===== config.mk =====
export PLATFORM = sky130hd
export DESIGN_NAME = radar_target_frame_decoder_flat
export DESIGN_NICKNAME = d
export VERILOG_FILES = /design/src/rtfd_pkg.sv /design/src/rtfd_byte_if.sv /design/src/rtfd_target_if.sv /design/src/rtfd_parser.sv /design/src/rtfd_emitter.sv /design/src/radar_target_frame_decoder.sv /design/src/flat_wrapper.sv
export SDC_FILE = /design/constraint.sdc
export NUM_CORES = 1
export LEC_CHECK = 0
export ABC_AREA = 1
export BUFFER_PORTS_ARGS = -buffer_cell sky130_fd_sc_hd__buf_2
export CAP_MARGIN = 20
export CORE_ASPECT_RATIO = 0.6
export CORE_MARGIN = 2
export CORE_UTILIZATION = 60
export CTS_CLUSTER_SIZE = 10
export DETAILED_ROUTE_END_ITERATION = 10
export PLACE_DENSITY = 0.88
export SYNTH_ARGS = -nofsm -noshare
export SYNTH_HDL_FRONTEND = slang
export SYNTH_SLANG_ARGS = --single-unit

===== constraint.sdc =====
create_clock -name clk -period 42 [get_ports clk]
set_clock_uncertainty 0.15 [all_clocks]
set_input_delay 4.2 -clock clk [delete_from_list [all_inputs] [get_ports clk]]
set_output_delay 4.2 -clock clk [all_outputs]
set_load 0.1 [all_outputs]

===== src/rtfd_pkg.sv =====
package rtfd_pkg;

	typedef logic [7:0] byte_t;

	// Frame delimiters.
	localparam byte_t HDR_0      = 8'hAA;
	localparam byte_t HDR_1      = 8'hFF;
	localparam byte_t HDR_2      = 8'h03;
	localparam byte_t HDR_3      = 8'h00;
	localparam byte_t FOOTER_0   = 8'h55;
	localparam byte_t FOOTER_1   = 8'hCC;
	localparam int    HDR_LEN    = 4;
	localparam int    TGT_BYTES  = 8;
	localparam int    TGT_W      = TGT_BYTES * 8;

	// Expected header byte at a given match count.
	function automatic byte_t hdr_byte(input logic [1:0] idx);
		byte_t b;
		case (idx)
			2'd0:    b = HDR_0;
			2'd1:    b = HDR_1;
			2'd2:    b = HDR_2;
			default: b = HDR_3;
		endcase
		return b;
	endfunction

	// Sign-magnitude to two's complement. Bit 15 set means positive.
	function automatic logic signed [15:0] sm_decode(input logic [15:0] raw);
		logic [15:0] mag;
		mag = {1'b0, raw[14:0]};
		if (raw[15]) begin
			return signed'(mag);
		end
		return signed'(16'd0 - mag);
	endfunction

endpackage


===== src/rtfd_byte_if.sv =====
interface rtfd_byte_if import rtfd_pkg::*; ();
	logic  valid;
	logic  ready;
	byte_t rx_byte;

	modport source (output valid, output rx_byte, input ready);
	modport sink   (input valid, input rx_byte, output ready);
endinterface


===== src/rtfd_target_if.sv =====
interface rtfd_target_if ();
	logic               valid;
	logic               ready;
	logic [1:0]         target_slot;
	logic               target_valid;
	logic signed [15:0] x_mm;
	logic signed [15:0] y_mm;
	logic signed [15:0] velocity;
	logic [15:0]        dist_res;
	logic               last_target;

	modport source (
		output valid, output target_slot, output target_valid, output x_mm,
		output y_mm, output velocity, output dist_res, output last_target,
		input ready
	);
	modport sink (
		input valid, input target_slot, input target_valid, input x_mm,
		input y_mm, input velocity, input dist_res, input last_target,
		output ready
	);
endinterface


===== src/rtfd_parser.sv =====
module rtfd_parser import rtfd_pkg::*; #(
	parameter int TARGET_COUNT = 3
) (
	input  logic                          clk,
	input  logic                          arst_n,
	rtfd_byte_if.sink                     rx,
	input  logic                          can_load,
	output logic                          load,
	output logic [TARGET_COUNT*TGT_W-1:0] frame
);
	localparam int DATA_BYTES = TARGET_COUNT * TGT_BYTES;
	localparam int FOOTER_POS = HDR_LEN + DATA_BYTES;
	localparam int POS_W      = $clog2(FOOTER_POS + 2);
	localparam int FRAME_W    = TARGET_COUNT * TGT_W;

	logic [POS_W-1:0]   pos_q;
	logic               footer_ok_q;
	logic [FRAME_W-1:0] frame_q;
	logic               take;
	logic               at_last;

	assign at_last  = (pos_q == POS_W'(FOOTER_POS + 1));
	// Only the closing footer byte needs the result buffer to be free.
	assign rx.ready = !at_last || can_load;
	assign take     = rx.valid && rx.ready;
	assign load     = take && at_last && footer_ok_q && (rx.rx_byte == FOOTER_1);
	assign frame    = frame_q;

	always_ff @(posedge clk or negedge arst_n) begin
		if (!arst_n) begin
			pos_q       <= '0;
			footer_ok_q <= 1'b0;
		end else if (take) begin
			if (pos_q < POS_W'(HDR_LEN)) begin
				if (rx.rx_byte == hdr_byte(pos_q[1:0])) begin
					pos_q <= pos_q + 1'b1;
				end else if (rx.rx_byte == HDR_0) begin
					pos_q <= POS_W'(1);
				end else begin
					pos_q <= '0;
				end
			end else if (pos_q < POS_W'(FOOTER_POS)) begin
				pos_q <= pos_q + 1'b1;
			end else if (pos_q == POS_W'(FOOTER_POS)) begin
				footer_ok_q <= (rx.rx_byte == FOOTER_0);
				pos_q       <= pos_q + 1'b1;
			end else begin
				footer_ok_q <= 1'b0;
				pos_q       <= '0;
			end
		end
	end

	// Target bytes enter at the top, so the first byte of the frame ends up
	// in the lowest byte lane.
	always_ff @(posedge clk) begin
		if (take && (pos_q >= POS_W'(HDR_LEN)) && (pos_q < POS_W'(FOOTER_POS))) begin
			frame_q <= {rx.rx_byte, frame_q[FRAME_W-1:8]};
		end
	end
endmodule


===== src/rtfd_emitter.sv =====
module rtfd_emitter import rtfd_pkg::*; #(
	parameter int TARGET_COUNT = 3
) (
	input  logic                          clk,
	input  logic                          arst_n,
	input  logic                          load,
	input  logic [TARGET_COUNT*TGT_W-1:0] frame,
	output logic                          can_load,
	rtfd_target_if.source                 targets
);
	localparam int FRAME_W = TARGET_COUNT * TGT_W;
	localparam int CNT_W   = $clog2(TARGET_COUNT + 1);

	logic [FRAME_W-1:0] buf_q;
	logic [CNT_W-1:0]   remain_q;
	logic [1:0]         slot_q;
	logic               out_valid_q;
	logic               adv;
	logic [TGT_W-1:0]   tgt;

	assign tgt      = buf_q[TGT_W-1:0];
	assign adv      = (remain_q != '0) && (!out_valid_q || targets.ready);
	assign can_load = (remain_q == '0) || ((remain_q == CNT_W'(1)) && adv);

	always_ff @(posedge clk or negedge arst_n) begin
		if (!arst_n) begin
			remain_q    <= '0;
			slot_q      <= '0;
			out_valid_q <= 1'b0;
		end else begin
			if (adv) begin
				out_valid_q <= 1'b1;
			end else if (targets.ready) begin
				out_valid_q <= 1'b0;
			end
			if (load) begin
				remain_q <= CNT_W'(TARGET_COUNT);
				slot_q   <= '0;
			end else if (adv) begin
				remain_q <= remain_q - 1'b1;
				slot_q   <= slot_q + 1'b1;
			end
		end
	end

	always_ff @(posedge clk) begin
		if (load) begin
			buf_q <= frame;
		end else if (adv) begin
			buf_q <= buf_q >> TGT_W;
		end
		if (adv) begin
			targets.target_slot  <= slot_q;
			targets.target_valid <= |tgt;
			targets.x_mm         <= sm_decode(tgt[15:0]);
			targets.y_mm         <= sm_decode(tgt[31:16]);
			targets.velocity     <= sm_decode(tgt[47:32]);
			targets.dist_res     <= tgt[63:48];
			targets.last_target  <= (remain_q == CNT_W'(1));
		end
	end

	assign targets.valid = out_valid_q;
endmodule


===== src/radar_target_frame_decoder.sv =====
// Channel   Role    Transfer carries
// rx        sink    one received serial byte (rx_byte)
// targets   source  one decoded target (slot, valid flag, x, y, speed,
//                   resolution, last-of-frame flag)
//
// Rx is ready in every cycle except on the closing footer byte while the
// previous frame still has results to drain. A good frame yields
// TARGET_COUNT results from the result register, one per cycle while
// targets is ready. Reset clears the parser position, the footer flag and
// the result queue; stored target bytes are not cleared. A stalled targets
// channel holds the current result and stops the result buffer from
// advancing.
module radar_target_frame_decoder import rtfd_pkg::*; #(
	parameter int TARGET_COUNT = 3
) (
	input  logic          clk,
	input  logic          arst_n,
	rtfd_byte_if.sink     rx,
	rtfd_target_if.source targets
);
	// Frame data moves in one step from the parser's byte shift line into
	// the emitter's result buffer when the closing footer byte checks out.
	logic                          load;
	logic                          can_load;
	logic [TARGET_COUNT*TGT_W-1:0] frame;

	// Header hunt, target byte capture and footer check.
	rtfd_parser #(
		.TARGET_COUNT(TARGET_COUNT)
	) u_parser (
		.clk      (clk),
		.arst_n   (arst_n),
		.rx       (rx),
		.can_load (can_load),
		.load     (load),
		.frame    (frame)
	);

	// Per-target decode into the registered result, one target per transfer.
	rtfd_emitter #(
		.TARGET_COUNT(TARGET_COUNT)
	) u_emitter (
		.clk      (clk),
		.arst_n   (arst_n),
		.load     (load),
		.frame    (frame),
		.can_load (can_load),
		.targets  (targets)
	);
endmodule

===== src/flat_wrapper.sv =====
// flat-port wrapper written by rule: the top's interface ports become plain ports
module radar_target_frame_decoder_flat import rtfd_pkg::*;
#(
	parameter int TARGET_COUNT = 3
)
  (clk, arst_n, rx_valid, rx_rx_byte, rx_ready, targets_valid, targets_target_slot, targets_target_valid, targets_x_mm, targets_y_mm, targets_velocity, targets_dist_res, targets_last_target, targets_ready);
  rtfd_byte_if rx_i ();
  rtfd_target_if targets_i ();
  input  logic clk;
  input  logic arst_n;
  input wire logic [$bits(rx_i.valid)-1:0] rx_valid;
  input wire logic [$bits(rx_i.rx_byte)-1:0] rx_rx_byte;
  output wire logic [$bits(rx_i.ready)-1:0] rx_ready;
  output wire logic [$bits(targets_i.valid)-1:0] targets_valid;
  output wire logic [$bits(targets_i.target_slot)-1:0] targets_target_slot;
  output wire logic [$bits(targets_i.target_valid)-1:0] targets_target_valid;
  output wire logic [$bits(targets_i.x_mm)-1:0] targets_x_mm;
  output wire logic [$bits(targets_i.y_mm)-1:0] targets_y_mm;
  output wire logic [$bits(targets_i.velocity)-1:0] targets_velocity;
  output wire logic [$bits(targets_i.dist_res)-1:0] targets_dist_res;
  output wire logic [$bits(targets_i.last_target)-1:0] targets_last_target;
  input wire logic [$bits(targets_i.ready)-1:0] targets_ready;
  assign rx_i.valid = rx_valid;
  assign rx_i.rx_byte = rx_rx_byte;
  assign rx_ready = rx_i.ready;
  assign targets_valid = targets_i.valid;
  assign targets_target_slot = targets_i.target_slot;
  assign targets_target_valid = targets_i.target_valid;
  assign targets_x_mm = targets_i.x_mm;
  assign targets_y_mm = targets_i.y_mm;
  assign targets_velocity = targets_i.velocity;
  assign targets_dist_res = targets_i.dist_res;
  assign targets_last_target = targets_i.last_target;
  assign targets_i.ready = targets_ready;
  radar_target_frame_decoder #(.TARGET_COUNT(TARGET_COUNT)) u_core (.clk(clk), .arst_n(arst_n), .rx(rx_i), .targets(targets_i));
endmodule

==> flow_summary.yaml, run 1 <==
yosys:
  synth_fp_nets: 1358
  synth_compound_area_frac: 0.00989
  total_number_of_yosys_warnings: 0
  synth.lib_cells_used.distinct: 32
  post_syn_instances: 1337
  synth_simple_gate_area_share: 0.139
  synth.cell_area_um2: 17700
  synthXorXnorAreaFrac: 0.0203
  syn-mean-instance-area_um2: 13.2
  synth-seq-cells: 463
  synth-seq-area-share: 0.782
  synth_top_family_by_area: "simple AND/OR/NAND/NOR gates"
  synth_adder_area_share: 0.00636
  post_synth_mux_area_share: 0
layout:
  insertedDiodeCount: 0
  final_nets: 1462
  layout-drive-gt1-share: 0.107
  finish.instance_area_um2: 19800
  register_area_um2: 13800
  multiInputGateArea_um2: 3120
  final_core_utilization: 0.687
  fillerInstances: 1813
  syn_to_final_growth_pct: 12.0
grt:
  grt_pass1_wl_um: 53000
  globalRouteOverflowTotal: 0
  pin_count_of_the_biggest_net_entering_global_routing: 193
  first_global_vias: 9483
  groute.usage.overall: 0.229
  antenna_found_initial: 0
floorplan:
  io_pins: 82
  std_cell_rows: 48
  initial_core_util: 0.613
  design.core.area_um2: 28900
  floorplan.die.height_um: 137
  die-area_um2: 31000
  die_w_um: 226
worst_setup_path:
  arrival_worst_endpoint_ns: 4.97
  timing.setup.critical_path_class: "in -> out"
  crit_slowest_cell: "sky130_fd_sc_hd__buf_2"
  worst_path_largest_cell_delay_ns: 0.43
  start_kind: "primary input"
  timing.critical_path.required_ns: 37.65
  path_cells: "buf_2, inv_1, nand2_1, nand2_1, nand3_2, buf_2"
  worstPathMaxFanout: 3
  setup.worst_path.end_class: "output pin"
detailed_routing:
  first_pass_detailed_route_iteration_total: 9
  drt_iter0_drc: 1193
  routedWlPerCell_um: 18.6
  drc: 0
  vias_per_cell: 5.38
  detail-route-antenna-nets: 0
  totalWireLength_um: 34400
  detailroute.via_count: 9970
power_and_ir_drop:
  netSwitchingPower_uw: 167
  power.sequential.fraction: 0.560
  power.share.switching: 0.187
  internal_power_uw: 725
  power-per-cell-area_nw_per_um2: 45.0
  leakagePower_uw: 0.00779
  clock_group_share_of_total_power: 0.436
  power_frac_comb: 0.004
  ir_drop_mv: 0.0281
sta:
  tns_ns: 0
  slew-limit-headroom: 0.252
  worst-slew-pin-transition_ns: 1.12
  maxClockFrequency_ghz: 0.107
  finalWorstPathRequiredPeriod_ns: 9.32
  layout_worst_path_cycle_share: 0.222
  final.setup.worst_slack_ns: 32.68
  timing.final.hold_violations: 0
  hold_ws_ns: 0.283
  grt_setup_unrepaired: "no"
  drv_slew: 0
  finalSetupViolations: 0
cts:
  ctsHtreeMaxLevel: 2
  clk_latency_ns: 0.57
  cts_hold_buffers_added: 0
  cts-root-buf: "sky130_fd_sc_hd__clkbuf_16"
  numClockSinks: 463
  tritoncts: "built"
  numCtsBuffers: 52
  cts_setup_buffers: 0
  cts-resized-gates: 0
  max-clock-path-buffers: 3
  clkSlewWorstSetupHoldPaths_ns: 0.05
placed_design:
  detailed_place_hpwl_um: 21000
  place.gp.congestion: 0.840
  placement.setup.worst_slack_ns: 32.68
  detailed_place.area_um2: 18500
  buffer_ports.inserted: 81
min_path:
  worst_hold_path_type: "reg -> reg"
status:
  run_status: "completed"
job:
  cap_viol_max_count: 0
## metal layers
| layer | vias to the layer above | GRT usage | part of all wire |
|---|---|---|---|
| met3 | 69 | 0.0472 | 0.088 |
| li1 | 4644 | - | - |
| met1 | 4794 | 0.333 | 0.43 |
| met5 | - | 0 | 0 |
| met2 | 463 | 0.351 | 0.46 |
| met4 | 0 | 0.0798 | 0.026 |
## power by group through the flow
stage                     Clock [uW]  Combinational (uW)  Sequential (uW)
after global routing             410                4.22              500
after global placement             0                3.65              509
after floorplan                    0                1.97              509
final                            389                3.61              500
after CTS                        393                3.67              500
after detailed placement           0                3.66              509
## flip-flops by register name, indices dropped and copies added, names as in the netlist, 2 cells and up
register	count
u_core.u_emitter.targets.y_mm	16
u_core.u_emitter.targets.dist_res	16
u_core.u_emitter.remain_q	2
u_core.u_emitter.targets.target_slot	2
u_core.u_emitter.slot_q	2
u_core.u_emitter.buf_q	192
u_core.u_parser.pos_q	5
u_core.u_emitter.targets.x_mm	16
u_core.u_parser.frame	192
u_core.u_emitter.targets.velocity	16
## path summary, 6_finish.rpt
path	startpoint	endpoint	slack (ns)	cells past startpoint
max	targets_ready	rx_ready	32.68	6
min	u_core.u_parser.frame[73]	u_core.u_parser.frame[65]	0.28	0
max reg2reg	u_core.u_parser.pos_q[0]	u_core.u_emitter.buf_q[140]	38.04	9
min reg2reg	u_core.u_parser.frame[73]	u_core.u_parser.frame[65]	0.28	0
max in group asynchronous	arst_n	u_core.u_emitter.slot_q[0]	38.14	1
min in group asynchronous	arst_n	u_core.u_parser.pos_q[0]	3.36	1
## worst max-delay path: cells and delay by family
kind / cells / cell delay [ns]
simple gates: 3 / 0.24
buf+inv: 3 / 0.53
## cells in the final DEF (no fill, tap or decap), types with 2 or more instances in the layout
| cell type | instances |
|---|---|
| sky130_fd_sc_hd__xnor2_1 | 7 |
| sky130_fd_sc_hd__nor2_1 | 113 |
| sky130_fd_sc_hd__a31oi_1 | 4 |
| sky130_fd_sc_hd__buf_4 | 6 |
| sky130_fd_sc_hd__nor4_1 | 3 |
| sky130_fd_sc_hd__a21oi_1 | 10 |
| sky130_fd_sc_hd__buf_2 | 81 |
| sky130_fd_sc_hd__xor2_1 | 34 |
| sky130_fd_sc_hd__clkbuf_16 | 53 |
| sky130_fd_sc_hd__nand2_1 | 453 |
| sky130_fd_sc_hd__nand2_4 | 2 |
| sky130_fd_sc_hd__nand4_1 | 8 |
| sky130_fd_sc_hd__edfxtp_1 | 452 |
| sky130_fd_sc_hd__nand3_1 | 26 |
| sky130_fd_sc_hd__nor3_1 | 8 |
| sky130_fd_sc_hd__inv_2 | 3 |
| sky130_fd_sc_hd__inv_1 | 129 |
| sky130_fd_sc_hd__ha_1 | 9 |
| sky130_fd_sc_hd__inv_6 | 3 |
| sky130_fd_sc_hd__clkbuf_1 | 9 |
| sky130_fd_sc_hd__o21ai_0 | 14 |
| sky130_fd_sc_hd__dfrtp_1 | 11 |
## cell usage after synthesis (all sizes together)
master  instances  area (um^2)
a211oi          1         7.51
a21oi          10         50.1
a31oi           4         25.0
buf            32          238
clkbuf          7         26.3
dfrtp          11          275
edfxtp        452        13600
ha              9          113
inv           132          495
nand2         455         1720
nand3          27          140
nand3b          2         27.5
nand4           8         50.1
nor2          115          442
nor3            9         45.0
nor3b           1         12.5
nor4            3         18.8
o211ai          1         7.51
o21ai          14         70.1
o21bai          1         7.51
o31ai           1         7.51
or3             1         6.26
xnor2           7         61.3
xor2           34          298
## per-stage QoR
step | cells | total power, uW
finish | 1852 | 892
global route | 1852 | 914
CTS | 1852 | 897
detailed placement | 1787 | 513
global placement | 1786 | 513
floorplan | 1337 | 511
## cell families (layout without fill, tap and decap cells)
family,after synthesis,count (layout)
simple gates,621,621
flops,463,463
buf+inv,171,286
xor+xnor,41,41
compound gates,32,32
fa+ha+maj,9,9
## area by class of cell
cell class,count,area share
well taps,400,0.0252
flip-flops and latches,463,0.698
clock buffers,62,0.0686
multi-input cells,703,0.157
inverters,132,0.0250
clock inverters,3,0.00132
repair buffers,89,0.0245
No activity file was read; power rests on OpenSTA's default activity.
==> inputs of run 2 (changes only) <==
- clock period: 42 -> 9.6 ns (I/O delays scaled with it)
==> run 2 against run 1 <==
Net effect: first-iteration DRC count grew 8.3%; flip-flop and latch count is the same; sequential power grew to 4.4 times the previous value; critical path depth grew 6; routed wire length shrank 3.2%; largest cell class unchanged; setup slack lost 27 ns; global-route usage shrank 0.64 points; sequential share of layout area shrank 0.053 points; clock power grew to 4.4 times the previous value.
==> flow_summary.yaml, run 2 (synthesis results as in run 1) <==
detailed_routing:
  vias_per_cell: 5.36
  highest_layer: "met4"
  routedWlPerCell_um: 18.0
  detailroute.via_count: 9936
  drt_iter0_drc: 1292
  drc: 0
  totalWireLength_um: 33300
  wl_met2_um: 14900
  detail-route-antenna-nets: 0
  wirelength_met1_um: 14700
  first_pass_detailed_route_iteration_total: 5
  met3_wirelength_um: 3060
placed_design:
  place.gp.congestion: 0.889
  detailed_place_hpwl_um: 20900
  placement.setup.worst_slack_ns: 5.49
  detailed_place.area_um2: 18500
  buffer_ports.inserted: 81
layout:
  most-common-layout-cells: "sky130_fd_sc_hd__nand2_1 (453), sky130_fd_sc_hd__edfxtp_1 (452), sky130_fd_sc_hd__inv_1 (129)"
  finish.instance_area_um2: 19900
  final_nets: 1461
  syn_to_final_growth_pct: 12.1
  layout-drive-gt1-share: 0.107
  insertedDiodeCount: 0
  register_area_um2: 13800
  fillerInstances: 1800
  multiInputGateArea_um2: 3130
  layout_commonest_cell: "sky130_fd_sc_hd__nand2_1"
power_and_ir_drop:
  clock_group_share_of_total_power: 0.435
  internal_power_uw: 3180
  leakagePower_uw: 0.00778
  power_frac_comb: 0.004
  power.sequential.fraction: 0.561
  power-per-cell-area_nw_per_um2: 196
  ir_drop_mv: 0.124
  p_total_uw: 3900
  power.share.switching: 0.186
  netSwitchingPower_uw: 724
cts:
  numCtsBuffers: 52
  max-clock-path-buffers: 3
  tritoncts: "built"
  cts-root-buf: "sky130_fd_sc_hd__clkbuf_16"
  cts-resized-gates: 0
  clk_latency_ns: 0.57
  ctsHtreeMaxLevel: 2
  clkSlewWorstSetupHoldPaths_ns: 0.06
  numClockSinks: 463
  cts_hold_buffers_added: 0
  cts_setup_buffers: 0
grt:
  globalRouteOverflowTotal: 0
  grt_pass1_wl_um: 51400
  antenna_found_initial: 0
  groute.usage.overall: 0.223
  pin_count_of_the_biggest_net_entering_global_routing: 193
  first_global_vias: 9331
worst_setup_path:
  start_kind: "flip-flop"
  timing.setup.critical_path_class: "reg -> reg"
  setup.worst_path.end_class: "flip-flop"
  arrival_worst_endpoint_ns: 4.18
  crit_slowest_cell: "sky130_fd_sc_hd__buf_4"
  worstPathMaxFanout: 89
  timing.critical_path.mode_cell: "sky130_fd_sc_hd__nand2_1"
  worst_path_largest_cell_delay_ns: 0.82
  timing.critical_path.required_ns: 9.88
  path_cells: "nand2_1, nor2_2, inv_2, nor2_4, nand3_2, nand2_4, inv_2, nand3b_4, buf_4, buf_4, nand2_1, nand2_1"
sta:
  finalSetupViolations: 0
  grt_setup_unrepaired: "no"
  final.setup.worst_slack_ns: 5.70
  maxClockFrequency_ghz: 0.257
  finalWorstPathRequiredPeriod_ns: 3.90
  tns_ns: 0
  timing.final.hold_violations: 0
  slew-limit-headroom: 0.291
  drv_slew: 0
  layout_worst_path_cycle_share: 0.406
  worst-slew-pin-transition_ns: 1.06
floorplan:
  floorplan.die.height_um: 137
  std_cell_rows: 48
  io_pins: 82
  die_w_um: 226
  design.core.area_um2: 28900
  initial_core_util: 0.613
  die-area_um2: 31000
status:
  run_status: "completed"
job:
  cap_viol_max_count: 0
min_path:
  worst_hold_path_type: "in -> async"
[run 2: cell count changes in the layout (fill, tap and decap cells not counted)]
cell | before | now
sky130_fd_sc_hd__buf_12 | 1 | 2
sky130_fd_sc_hd__buf_4 | 6 | 5
sky130_fd_sc_hd__buf_8 | 1 | 0
sky130_fd_sc_hd__clkbuf_1 | 9 | 12
sky130_fd_sc_hd__clkinv_4 | 0 | 1
sky130_fd_sc_hd__inv_6 | 3 | 2
sky130_fd_sc_hd__nor3_2 | 1 | 0
sky130_fd_sc_hd__nor3_4 | 0 | 1
[run 2: power by group through the flow]
| stage | combinational, uW | clock [uW] | sequential, uW |
|---|---|---|---|
| 6_report | 15.5 | 1700 | 2190 |
| 5_1_grt | 17.9 | 1800 | 2190 |
| 4_1_cts | 15.6 | 1720 | 2190 |
| 3_5_place_dp | 15.5 | 0 | 2230 |
| 3_3_place_gp | 15.2 | 0 | 2230 |
| 2_1_floorplan | 8.71 | 0 | 2230 |
[run 2: area by class of cell]
cell class,instances,area share
repair buffers,88,0.0243
clock inverters,3,0.00132
inverters,132,0.0250
flip-flops and latches,463,0.698
multi-input cells,703,0.158
well taps,400,0.0252
clock buffers,65,0.0691
[run 2: layer usage]
metal	track usage	vias to the layer above
met5	0	-
met4	0.0666	0
met3	0.0552	49
met2	0.335	440
met1	0.326	4797
li1	-	4650
[run 2: metrics by stage]
stage,utilization,hold WS (ns),std cells
after floorplan,-,0.276,1337
final,0.687,0.0991,1854
after global routing,0.687,0.110,1854
after CTS,0.687,0.0943,1854
after detailed placement,0.639,0.282,1786
after global placement,0.639,0.279,1786
[run 2: final timing paths]
path	start	to	slack, ns	cells past startpoint
worst min-delay path	arst_n	u_core.u_parser.pos_q[0]	0.1	1
worst max register to register	u_core.u_parser.pos_q[2]	u_core.u_emitter.buf_q[12]	5.70	12
worst max-delay path	u_core.u_parser.pos_q[2]	u_core.u_emitter.buf_q[12]	5.70	12
min in group clk	u_core.u_parser.frame[83]	u_core.u_parser.frame[75]	0.29	0
worst min register to register	u_core.u_parser.frame[83]	u_core.u_parser.frame[75]	0.29	0
max in group asynchronous	arst_n	u_core.u_emitter.slot_q[1]	9.00	1
[run 2: worst max-delay path: cells and delay by family (launching register included)]
kind / cells / cell delay [ns]
buffers and inverters: 4 / 1.64
AND/OR/NAND/NOR: 8 / 1.50
flip-flops: 1 / 0.42
==> inputs of run 3 (changes only) <==
- CORE_UTILIZATION: 60 -> 55
- PLACE_DENSITY: 0.88 -> 0.85
- clock period: 9.6 -> 3.2 ns (I/O delays scaled with it)
==> run 3 against run 2 <==
Net effect: flip-flop and latch count unchanged; count of clock-buffer cells in the layout shrank 2; cell count up 1.8%; utilization decreased by 4.5 points; total power grew to 3.0 times the previous value; critical path type unchanged; critical endpoint is now u_core.u_emitter.buf_q[2]; largest cell class unchanged; highest routed layer unchanged.
==> flow_summary.yaml, run 3 (synthesis results as in run 1) <==
worst_setup_path:
  timing.setup.critical_path_class: "reg -> reg"
  setup.worst_path.end_class: "flip-flop"
  worstPathMaxFanout: 129
  timing.critical_path.required_ns: 3.48
  start_kind: "flip-flop"
  arrival_worst_endpoint_ns: 2.96
sta:
  drv_slew: 0
  slew-limit-headroom: 0.537
  grt_setup_unrepaired: "no"
  worst-slew-pin-transition_ns: 0.689
  timing.final.hold_violations: 0
  finalWorstPathRequiredPeriod_ns: 2.68
  maxClockFrequency_ghz: 0.373
  layout_worst_path_cycle_share: 0.839
  finalSetupViolations: 0
  final.setup.worst_slack_ns: 0.516
power_and_ir_drop:
  power_frac_comb: 0.005
  netSwitchingPower_uw: 2170
  power.share.switching: 0.185
  ir_drop_mv: 0.377
  power-per-cell-area_nw_per_um2: 579
  power.sequential.fraction: 0.561
  internal_power_uw: 9520
  leakagePower_uw: 0.00792
  clock_group_share_of_total_power: 0.434
job:
  cap_viol_max_count: 0
floorplan:
  die-area_um2: 33700
  floorplan.die.height_um: 143
  die_w_um: 236
  io_pins: 82
  initial_core_util: 0.564
  design.core.area_um2: 31400
  std_cell_rows: 50
detailed_routing:
  first_pass_detailed_route_iteration_total: 5
  drt_iter0_drc: 1249
  vias_per_cell: 5.33
  detail-route-antenna-nets: 0
  routedWlPerCell_um: 18.0
  detailroute.via_count: 10100
  totalWireLength_um: 34000
  drc: 0
cts:
  clk_latency_ns: 0.56
  tritoncts: "built"
  numClockSinks: 463
  numCtsBuffers: 52
  ctsHtreeMaxLevel: 2
  clkSlewWorstSetupHoldPaths_ns: 0.06
  max-clock-path-buffers: 3
  cts-root-buf: "sky130_fd_sc_hd__clkbuf_16"
layout:
  final_nets: 1483
  syn_to_final_growth_pct: 13.9
  layout_commonest_cell: "sky130_fd_sc_hd__edfxtp_1"
  most-common-layout-cells: "sky130_fd_sc_hd__edfxtp_1 (452), sky130_fd_sc_hd__nand2_1 (451), sky130_fd_sc_hd__inv_1 (129)"
  layout-drive-gt1-share: 0.113
  final_core_utilization: 0.642
  insertedDiodeCount: 0
grt:
  globalRouteOverflowTotal: 0
  antenna_found_initial: 0
  grt_pass1_wl_um: 53100
  pin_count_of_the_biggest_net_entering_global_routing: 131
  groute.usage.overall: 0.206
  first_global_vias: 9988
min_path:
  worst_hold_path_type: "in -> async"
placed_design:
  detailed_place_hpwl_um: 21400
  placement.setup.worst_slack_ns: 0.617
  buffer_ports.inserted: 81
  place.gp.congestion: 0.889
status:
  run_status: "completed"
[run 3: stage by stage]
| stage | std cells | setup TNS, ns | hold WS (ns) | power [uW] | area, um^2 |
|---|---|---|---|---|---|
| floorplan | 1337 | -613.29 | -0.126 | 6710 | 17800 |
| global placement | 1813 | 0 | 0.0583 | 6730 | 18700 |
| detailed placement | 1813 | 0 | 0.0625 | 6730 | 18700 |
| CTS | 1888 | 0 | 0.0127 | 11700 | 20200 |
| global route | 1888 | 0 | 0.0395 | 12000 | 20200 |
| finish | 1888 | 0 | 0.0132 | 11700 | 20200 |
[run 3: layout make-up]
class                   count  area [um^2]
fillers                  2119        11200
clock buffers              63         1360
flip-flops and latches    463        13900
repair buffers            110          776
inverters                 132          495
well taps                 416          520
multi-input cells         703         3160
clock inverters             1         8.76
[run 3: timing repair]
item	in CTS	in global routing
setup endpoints to repair	0	0
buffers inserted	0	0
resized for setup	0	0
hold endpoints to repair	23	0
hold buffers	11	0
[run 3: final timing paths]
path / from / slack, ns / depth (start not counted) / endpoint
max: u_core.u_parser.pos_q[2] / 0.52 / 11 / u_core.u_emitter.buf_q[2]
min: arst_n / 0.01 / 2 / u_core.u_parser.footer_ok_q
max reg2reg: u_core.u_parser.pos_q[2] / 0.52 / 11 / u_core.u_emitter.buf_q[2]
min reg2reg: u_core.u_parser.frame[21] / 0.29 / 0 / u_core.u_parser.frame[13]
max in group asynchronous: arst_n / 2.65 / 2 / u_core.u_emitter.targets.valid
min in group clk: u_core.u_parser.frame[21] / 0.29 / 0 / u_core.u_parser.frame[13]
[run 3: routing by layer]
layer	GRT usage	share of wire	routed length, um	vias to the layer above
met4	0.0764	0.029	978	0
met5	0	0	0	-
met1	0.285	0.42	14200	4833
li1	-	-	-	4687
met3	0.0394	0.085	2880	74
met2	0.333	0.47	16000	469
[run 3: critical path, stage by stage (launching register included)]
cell	delay, ns
sky130_fd_sc_hd__dfrtp_1	0.43
sky130_fd_sc_hd__nand2_1	0.11
sky130_fd_sc_hd__nor2_2	0.24
sky130_fd_sc_hd__inv_2	0.10
sky130_fd_sc_hd__nor2_4	0.17
sky130_fd_sc_hd__nand3_4	0.10
sky130_fd_sc_hd__nand2_4	0.14
sky130_fd_sc_hd__inv_2	0.09
sky130_fd_sc_hd__nand3b_4	0.15
sky130_fd_sc_hd__buf_12	0.38
sky130_fd_sc_hd__nand2_1	0.21
sky130_fd_sc_hd__nand2_1	0.12
[run 3: power by group through the flow]
| stage | Clock, uW | Combinational (uW) | Sequential [uW] |
|---|---|---|---|
| floorplan | 0 | 26.3 | 6680 |
| global placement | 0 | 46.3 | 6680 |
| detailed placement | 0 | 48.0 | 6680 |
| CTS | 5120 | 58.3 | 6560 |
| global route | 5360 | 66.2 | 6560 |
| finish | 5070 | 58.6 | 6560 |
